$ cat config.mk
export PLATFORM = sky130hd
export DESIGN_NAME = telnet_receive_command_filter
export DESIGN_NICKNAME = d
export VERILOG_FILES = /design/src/rtl/core/tcf_pkg.sv /design/src/rtl/core/telnet_receive_command_filter.sv
export SDC_FILE = /design/constraint.sdc
export NUM_CORES = 1
export LEC_CHECK = 0
export BUFFER_PORTS_ARGS = -buffer_cell sky130_fd_sc_hd__buf_2
export CAP_MARGIN = 20
export CORE_UTILIZATION = 45
export DETAILED_ROUTE_END_ITERATION = 8
export MAX_ROUTING_LAYER = met4
export PLACE_DENSITY = 0.65
export SYNTH_ARGS = -nofsm -noshare
export SYNTH_HDL_FRONTEND = slang
export SYNTH_SLANG_ARGS = --single-unit
$ cat constraint.sdc
create_clock -name clk -period 3.7 [get_ports clk]
set_input_delay 0.555 -clock clk [delete_from_list [all_inputs] [get_ports clk]]
set_output_delay 0.555 -clock clk [all_outputs]
set_load 0.03 [all_outputs]
$ cat src/rtl/core/tcf_pkg.sv
// Shared codes and constants for the telnet receive command filter.
package tcf_pkg;

  localparam logic [7:0] BYTE_IAC  = 8'hff;
  localparam logic [7:0] BYTE_DONT = 8'hfe;
  localparam logic [7:0] BYTE_DO   = 8'hfd;
  localparam logic [7:0] BYTE_WONT = 8'hfc;
  localparam logic [7:0] BYTE_WILL = 8'hfb;
  localparam logic [7:0] BYTE_SE   = 8'hf0;

  localparam logic [3:0] DATA_BITS_MAX   = 4'd8;
  localparam logic [3:0] DATA_BITS_RESET = 4'd8;

  typedef enum logic [1:0] {
    KIND_DATA  = 2'd0,
    KIND_REPLY = 2'd1,
    KIND_ERROR = 2'd2
  } kind_t;

  typedef enum logic [1:0] {
    VERB_WILL = 2'd0,
    VERB_WONT = 2'd1,
    VERB_DO   = 2'd2,
    VERB_DONT = 2'd3
  } verb_t;

endpackage

$ cat src/rtl/core/telnet_receive_command_filter.sv
// Telnet receive command filter: strips IAC sequences and answers option requests.
//
//   channel  dir  tdata              tuser      tlast
//   s_       in   [7:0] rx_byte      -          -
//   m_       out  [7:0] value        [1:0] kind last
//   cfg_     in   cfg_wdata[3:0] data bits per byte, written while cfg_we is high
//
// One input byte is taken per cycle; its results sit in a single output register.
// A byte causing one result or none never stalls the input stream.
// An option request yields a three-transfer reply (IAC, verb, option), holding the
// input while the reply drains from the output register.
// Reset (rst, synchronous) returns the parser to idle, word size to eight, output empty.
// Back-pressure on m_tready holds the output register and, through it, s_tready.
module telnet_receive_command_filter (
  input  logic       clk,
  input  logic       rst,
  input  logic       cfg_we,
  input  logic [3:0] cfg_wdata,    // data bits per byte
  input  logic       s_tvalid,
  output logic       s_tready,
  input  logic [7:0] s_tdata,      // [7:0] rx_byte
  output logic       m_tvalid,
  input  logic       m_tready,
  output logic [7:0] m_tdata,      // [7:0] value
  output logic [1:0] m_tuser,      // [1:0] kind
  output logic       m_tlast
);

  typedef enum logic [1:0] {
    PH_IDLE   = 2'd0,
    PH_CMD    = 2'd1,
    PH_OPTION = 2'd2
  } phase_t;

  phase_t        phase;
  tcf_pkg::verb_t verb;
  logic [3:0]    data_bits;

  logic          out_valid;
  logic [1:0]    out_kind;
  logic [7:0]    out_value;
  logic          out_last;
  logic [1:0]    rem;          // results still to follow the head
  logic [7:0]    reply_verb;
  logic [7:0]    reply_opt;

  logic [3:0]    ws_clamped;
  logic [7:0]    mask;
  logic [7:0]    b;
  logic          in_xfer;
  logic          out_xfer;

  always_comb begin
    ws_clamped = (data_bits > tcf_pkg::DATA_BITS_MAX) ? tcf_pkg::DATA_BITS_MAX : data_bits;
    mask       = 8'hff >> (tcf_pkg::DATA_BITS_MAX - ws_clamped);
    b          = s_tdata & mask;
  end

  assign out_xfer = out_valid && m_tready;
  assign s_tready = !out_valid || (m_tready && (rem == 2'd0));
  assign in_xfer  = s_tvalid && s_tready;

  assign m_tvalid = out_valid;
  assign m_tdata  = out_value;
  assign m_tuser  = out_kind;
  assign m_tlast  = out_last;

  always_ff @(posedge clk) begin
    if (rst) begin
      data_bits <= tcf_pkg::DATA_BITS_RESET;
      phase     <= PH_IDLE;
      verb      <= tcf_pkg::VERB_WILL;
      out_valid <= 1'b0;
      rem       <= 2'd0;
    end else begin
      if (cfg_we) begin
        data_bits <= cfg_wdata;
      end

      // drain the output register; an input transfer takes it over instead
      if (out_xfer && !in_xfer) begin
        unique case (rem)
          2'd2: begin
            out_value <= reply_verb;
            out_last  <= 1'b0;
            rem       <= 2'd1;
          end
          2'd1: begin
            out_value <= reply_opt;
            out_last  <= 1'b1;
            rem       <= 2'd0;
          end
          default: out_valid <= 1'b0;
        endcase
      end

      if (in_xfer) begin
        unique case (phase)
          PH_CMD: begin
            if (b == tcf_pkg::BYTE_IAC) begin
              phase     <= PH_IDLE;
              out_valid <= 1'b1;
              out_kind  <= tcf_pkg::KIND_DATA;
              out_value <= tcf_pkg::BYTE_IAC;
              out_last  <= 1'b1;
              rem       <= 2'd0;
            end else if (b < tcf_pkg::BYTE_SE) begin
              phase     <= PH_IDLE;
              out_valid <= 1'b1;
              out_kind  <= tcf_pkg::KIND_ERROR;
              out_value <= b;
              out_last  <= 1'b1;
              rem       <= 2'd0;
            end else if (b >= tcf_pkg::BYTE_WILL) begin
              verb      <= tcf_pkg::verb_t'(b[1:0] - tcf_pkg::BYTE_WILL[1:0]);
              phase     <= PH_OPTION;
              out_valid <= 1'b0;
            end else begin
              phase     <= PH_IDLE;
              out_valid <= 1'b0;
            end
          end
          PH_OPTION: begin
            phase <= PH_IDLE;
            if (verb == tcf_pkg::VERB_WILL || verb == tcf_pkg::VERB_DO) begin
              out_valid  <= 1'b1;
              out_kind   <= tcf_pkg::KIND_REPLY;
              out_value  <= tcf_pkg::BYTE_IAC;
              out_last   <= 1'b0;
              rem        <= 2'd2;
              reply_verb <= (verb == tcf_pkg::VERB_WILL) ? tcf_pkg::BYTE_DONT
                                                          : tcf_pkg::BYTE_WONT;
              reply_opt  <= b;
            end else begin
              out_valid  <= 1'b0;
            end
          end
          default: begin
            if (b == tcf_pkg::BYTE_IAC) begin
              phase     <= PH_CMD;
              out_valid <= 1'b0;
            end else begin
              phase     <= PH_IDLE;
              out_valid <= 1'b1;
              out_kind  <= tcf_pkg::KIND_DATA;
              out_value <= b;
              out_last  <= 1'b1;
              rem       <= 2'd0;
            end
          end
        endcase
      end
    end
  end

`ifndef SYNTHESIS
  a_rem_needs_valid: assert property (@(posedge clk) disable iff (rst)
    (rem != 2'd0) |-> out_valid)
    else $error("reply results pending with empty output register");

  a_rem_not_last: assert property (@(posedge clk) disable iff (rst)
    (out_valid && rem != 2'd0) |-> !m_tlast)
    else $error("last flag set before reply is complete");

  a_reply_verb: assert property (@(posedge clk) disable iff (rst)
    (out_xfer && rem == 2'd2) |=>
      (m_tuser == tcf_pkg::KIND_REPLY &&
       (m_tdata == tcf_pkg::BYTE_DONT || m_tdata == tcf_pkg::BYTE_WONT)))
    else $error("second reply transfer is not a refusal verb");

  a_verb_to_option: assert property (@(posedge clk) disable iff (rst)
    (in_xfer && phase == PH_CMD && b >= tcf_pkg::BYTE_WILL && b != tcf_pkg::BYTE_IAC)
      |=> (phase == PH_OPTION))
    else $error("negotiation verb did not move parser to option phase");
`endif

endmodule
== Word-level counts from Yosys, hierarchy flattened ==
Index checks and enable logic that the tools add are counted.

* Register bits: 38
* Input bits: 17
* Output and inout port bits: 13
* Word-level logic and storage cells: 90

* Add/sub/neg operators: 2
* Order comparisons: 3
* Eq/ne operators: 10
* Shift operators: 1
* Multiplexer cells: 44
* Bitwise gates (word level): 4
* Reductions and logical operators: 16

{| class="wikitable"
|+ Operator list
! kind !! count
|-
| 2-to-1 mux 8 bit || 6
|-
| one-hot mux 8 bit (2 select lines) || 2
|-
| 2-to-1 mux 2 bit || 14
|-
| one-hot mux 2 bit (2 select lines) || 4
|-
| 2-to-1 mux 1 bit || 14
|-
| AND reduction 5 bit || 2
|-
| AND 8 bit || 1
|-
| equality test 8 bit, second input constant || 1
|-
| greater-or-equal comparator 8 bit, second input constant || 1
|-
| < comparator 8 bit, second input constant || 1
|-
| >> shifter 8 x 4 -> 8 bit, first input constant || 1
|-
| equality test 2 bit, second input constant || 3
|-
| one-hot mux 1 bit (2 select lines) || 3
|-
| equality test 2 x 1 -> 1 bit, second input constant || 2
|-
| > comparator 4 bit, second input constant || 1
|-
| logical AND 1 bit || 4
|-
| logical NOT 2 bit || 2
|-
| 2-to-1 mux 4 bit || 1
|-
| AND reduction 4 bit || 1
|-
| subtractor 4 bit, first input constant || 1
|-
| inequality test 3 x 1 -> 1 bit, second input constant || 1
|-
| inequality test 3 bit, second input constant || 1
|-
| NOT 1 bit || 3
|-
| logical NOT 1 bit || 2
|-
| other kinds (7) || 8
|}

== Longest topological paths before layout ==
* Depth after elaboration: 11
* Mapped depth: 12
* Depth with buffers taken out: 12

== Worst setup path before layout ==
Ideal clock, no wire load.

* Kind: reg-to-reg
* Start point: register data_bits[3]
* End point: register out_value[0] (netlist: m_tdata[0]) (data pin)
* Library setup time: 263 ps
* Arrival: 2474 ps
* Required time: 3437 ps
* Slack: 963 ps
* Stages on the path, launching flop included: 13
* Buffers on the path: 1
* Cell sequence: dfxtp_1 -> and2b_1 -> inv_1 -> ha_1 -> ha_1 -> nand2_1 -> and3_1 -> ha_1 -> and4_1 -> buf_2 -> a31oi_1 -> nor2_1 -> a2111o_1

* Word-level cells in the longest chain between the ends: 10
* Elaborated cells between the ends (all ways): 12

{| class="wikitable"
|+ RTL lines
! item !! RTL line !! RTL
|-
| from (decl) || telnet_receive_command_filter.sv:37 || <nowiki>logic [3:0] data_bits;</nowiki>
|-
| from (signal assigned) || telnet_receive_command_filter.sv:70 || <nowiki>data_bits <= tcf_pkg::DATA_BITS_RESET;</nowiki>
|-
| from (signal assigned) || telnet_receive_command_filter.sv:77 || <nowiki>data_bits <= cfg_wdata;</nowiki>
|-
| > comparator 4 bit || telnet_receive_command_filter.sv:54 || <nowiki>ws_clamped = (data_bits > tcf_pkg::DATA_BITS_MAX) ? tcf_pkg::DATA_BITS_MAX : data_bits;</nowiki>
|-
| 2-to-1 mux 4 bit * || telnet_receive_command_filter.sv:54 ||
|-
| subtractor 4 bit * || telnet_receive_command_filter.sv:55 || <nowiki>mask = 8'hff >> (tcf_pkg::DATA_BITS_MAX - ws_clamped);</nowiki>
|-
| >> shifter 8 x 4 -> 8 bit * || telnet_receive_command_filter.sv:55 ||
|-
| AND 8 bit * || telnet_receive_command_filter.sv:56 || <nowiki>b = s_tdata & mask;</nowiki>
|-
| net b[1] || telnet_receive_command_filter.sv:49 || <nowiki>logic [7:0] b;</nowiki>
|-
| < comparator 8 bit || telnet_receive_command_filter.sv:107 || <nowiki>end else if (b < tcf_pkg::BYTE_SE) begin</nowiki>
|-
| 2-to-1 mux 8 bit || telnet_receive_command_filter.sv:107 ||
|-
| 2-to-1 mux 8 bit || telnet_receive_command_filter.sv:100 || <nowiki>if (b == tcf_pkg::BYTE_IAC) begin</nowiki>
|-
| one-hot mux 8 bit (2 select lines) * || telnet_receive_command_filter.sv:98 || <nowiki>unique case (phase)</nowiki>
|-
| 2-to-1 mux 8 bit * || telnet_receive_command_filter.sv:97 || <nowiki>if (in_xfer) begin</nowiki>
|-
| to (signal assigned) || telnet_receive_command_filter.sv:89 || <nowiki>out_value <= reply_opt;</nowiki>
|-
| to (signal assigned) || telnet_receive_command_filter.sv:104 || <nowiki>out_value <= tcf_pkg::BYTE_IAC;</nowiki>
|-
| to (signal assigned) || telnet_receive_command_filter.sv:128 || <nowiki>out_value <= tcf_pkg::BYTE_IAC;</nowiki>
|-
| to (decl) || telnet_receive_command_filter.sv:41 || <nowiki>logic [7:0] out_value;</nowiki>
|}

The timed path passes the listed nets; every way through them passes the cells marked *.
A chain may end at the register's enable or synchronous reset.

== Final worst setup path ==
Same ends and word-level chain as after synthesis.

==> results.toml <==
[timing]
relSlewSlack = 0.502
timing.fmax_mhz = 327
final.setup.tns_ns = 0
post-route-period-util = 0.827
hold_viol_final = 0
fin_skew_ns = 0.00979
setup_viol = 0
maxSlewViolCount = 0
tightest_slew_ns = 0.745
rsz0062_at_grt = "no"
fin_crit_ns = 3.06

[clocking]
clockBufferDepth = 2
cts_tree = "built"
path_clk_slew_ns = 0.07
cts.repair_timing.setup_buffer_count = 0
htreeDepth = 2
cts_hold_buf = 0
cts_buffers = 5
ctsRootBufferMaster = "clkbuf_8"
clock_latency_ns = 0.29
clock_sinks = 31
ctsResizeCount = 0

[yosys]
ys.flop_type = "edfxtp_1"
synth_xor_area_frac = 0
ys_types = 51
syn_area_per_cell_um2 = 9.67
synthMuxAreaShare = 0.0813
synth-seq-area-share = 0.410
syn-num-nets = 234
synth_top_family_by_area = "simple AND/OR/NAND/NOR gates"
synth.area.top_cells = "edfxtp_1, dfxtp_1, mux2i_1"
synth_compound_gate_area_share = 0.181
yosysWarningCount = 0
yosysTopAreaCellShare = 0.300
yosys_register_bits = 31
synth_area_um2 = 2000
synth-simple-area-share = 0.207
synthCells = 207
synth-edff-count = 20
synth_commonest_cells = "edfxtp_1, inv_1, nor2_1"
synthAdderAreaFrac = 0.0625
synth.largest_area_cell = "edfxtp_1"
async_flop_share = 0

[worst_setup_path]
rr_worst_depth = 11
crit_required_ns = 3.73
endpoint_kind = "register"
crit_type = "register to register"
critPathLaunchType = "register"
ff2ff_setup_slack_ns = 0.64
r2r-start = "data_bits[3]$_SDFFE_PP1P_"
rr_endpoint = "m_tdata[0]$_DFFE_PN_"
worst_ep_arrival_time_ns = 3.09
crit_fanout = 8

[placed_design]
hpwl_um = 3650
io_buffers = 29
placed_cell_area_um2 = 2180
gp_congestion = 0.930

[floorplan]
die_y_um = 68.7
fp.dieW_um = 68.7
row_count = 23
start_util = 0.483
pin_count = 30
die_area_um2 = 4720
fp.coreArea_um2 = 4140

[pwr]
p_leak_nw = 0.987
p_comb_frac = 0.176
clkPwrFrac = 0.325
vdd_drop_max_mv = 0.233
internal-power_mw = 0.564
p_seq_frac = 0.499
switching_share = 0.288
p_sw_mw = 0.228
powerDensity_nw_per_um2 = 350

[layout]
fin_nets = 264
fill_cells = 404
diodes = 0
register_area_um2 = 821
drive_gt1_frac = 0.193
fin_area_um2 = 2260
area_delta_synth_final_pct = 13.2
multi_input_area_um2 = 1060

[min_path]
hold_path_depth = 3
hold_path.class = "primary input to register"
holdPathEnd = "data_bits[3]$_SDFFE_PP1P_"
hold_start = "cfg_wdata[3]"

[detailed_routing]
drtAntennaViolNets = 0
drt_iter0_markers = 130
finalWirelength_um = 4880
first_pass_iters = 4
drc = 0
viasPerCell = 6.05
routed-via-count = 1742
routedWlPerCell_um = 16.9

[run_status]
status = "completed"

[flow_run]
max_cap_viol_count = 0

[global_route]
grt_pass1_vias = 1597
grt_max_degree = 14
overflow = 0
antenna_found_initial = 0
grt_usage = 0.234
grt_pass1_wl_um = 7730
-- how the worst max path moves through the flow --
stage / from / end / slack (ns)
after global placement: data_bits[3]$_SDFFE_PP1P_ / m_tdata[0]$_DFFE_PN_ / 0.80
after global routing: data_bits[3]$_SDFFE_PP1P_ / m_tdata[0]$_DFFE_PN_ / 0.52
after detailed placement: data_bits[3]$_SDFFE_PP1P_ / m_tdata[0]$_DFFE_PN_ / 0.72
after CTS: data_bits[3]$_SDFFE_PP1P_ / m_tdata[0]$_DFFE_PN_ / 0.70
final: data_bits[3]$_SDFFE_PP1P_ / m_tdata[0]$_DFFE_PN_ / 0.64
after floorplan: data_bits[3]$_SDFFE_PP1P_ / m_tdata[0]$_DFFE_PN_ / 0.96
-- stage by stage --
stage	setup slack, ns	power [mW]	hold WS (ns)	std cells	utilization
after floorplan	0.963	0.499	0.464	207	-
after global placement	0.797	0.540	0.480	280	0.527
after detailed placement	0.724	0.541	0.498	280	0.527
after CTS	0.696	0.791	0.490	288	0.546
after global routing	0.521	0.821	0.486	288	0.546
final	0.640	0.792	0.488	288	0.546
-- flip-flops by register name, summed over array words and instances, names as in the netlist --
name / flops
m_tuser: 2
m_tvalid: 1
verb: 2
m_tlast: 1
data_bits: 4
phase: 2
reply_opt: 8
reply_verb: 1
m_tdata: 8
rem: 2
-- worst max-delay path: stages, from the launching register on --
cell and delay, ns:
dfxtp_1 0.36, and2b_1 0.23, inv_1 0.05, ha_1 0.19, ha_1 0.33, nand2_1 0.06, and3_1 0.23, ha_1 0.22
and4_1 0.30, a31oi_1 0.38, nor2_1 0.10, a2111o_1 0.36
-- final cells by class --
class                      count  area share
clock buffer                   6      0.0320
clock inverter                 2     0.00387
inverter                      20      0.0331
multi-input combinational    148       0.470
sequential                    31       0.362
tap                           50      0.0276
timing repair buffer          31      0.0707
-- cell usage in the layout (no fill, tap or decap), types with 2 or more instances in the layout --
cell type / n
buf_2: 29
inv_1: 20
edfxtp_1: 20
nor2_1: 17
nand2_1: 14
mux2i_1: 14
dfxtp_1: 11
ha_1: 10
o211ai_1: 8
a21oi_1: 8
nand2b_1: 7
nor3_1: 5
clkbuf_8: 5
and3_1: 4
nand3_1: 4
nand4_1: 4
o21ai_0: 4
and4_1: 3
a21o_1: 3
o21bai_1: 3
o41ai_1: 3
a211oi_1: 3
and2_1: 2
or3_1: 2
nor2b_1: 2
o31a_1: 2
a221oi_1: 2
a31oi_1: 2
buf_4: 2
-- metal layers --
layer	share of wire	GRT usage	vias up	wire [µm]
met5	0	-	-	0
met4	0.0055	0.0521	0	27
met3	0.071	0.0543	4	347
met2	0.47	0.368	85	2300
met1	0.45	0.307	823	2200
li1	-	-	830	-
-- kinds of logic after synthesis --
group | count (synthesis)
buffers and inverters | 28
muxes | 16
and+or+nand+nor | 73
DFF | 31
adders and majority gates | 10
AOI/OAI and AO/OA | 49
-- power groups by stage --
stage	logic, mW	registers, mW	clock network [mW]
finish	0.139	0.395	0.257
detailed placement	0.138	0.403	0
CTS	0.138	0.395	0.258
global placement	0.138	0.402	0
floorplan	0.0757	0.424	0
global route	0.153	0.397	0.270
Power figures use the tool's default switching activity.
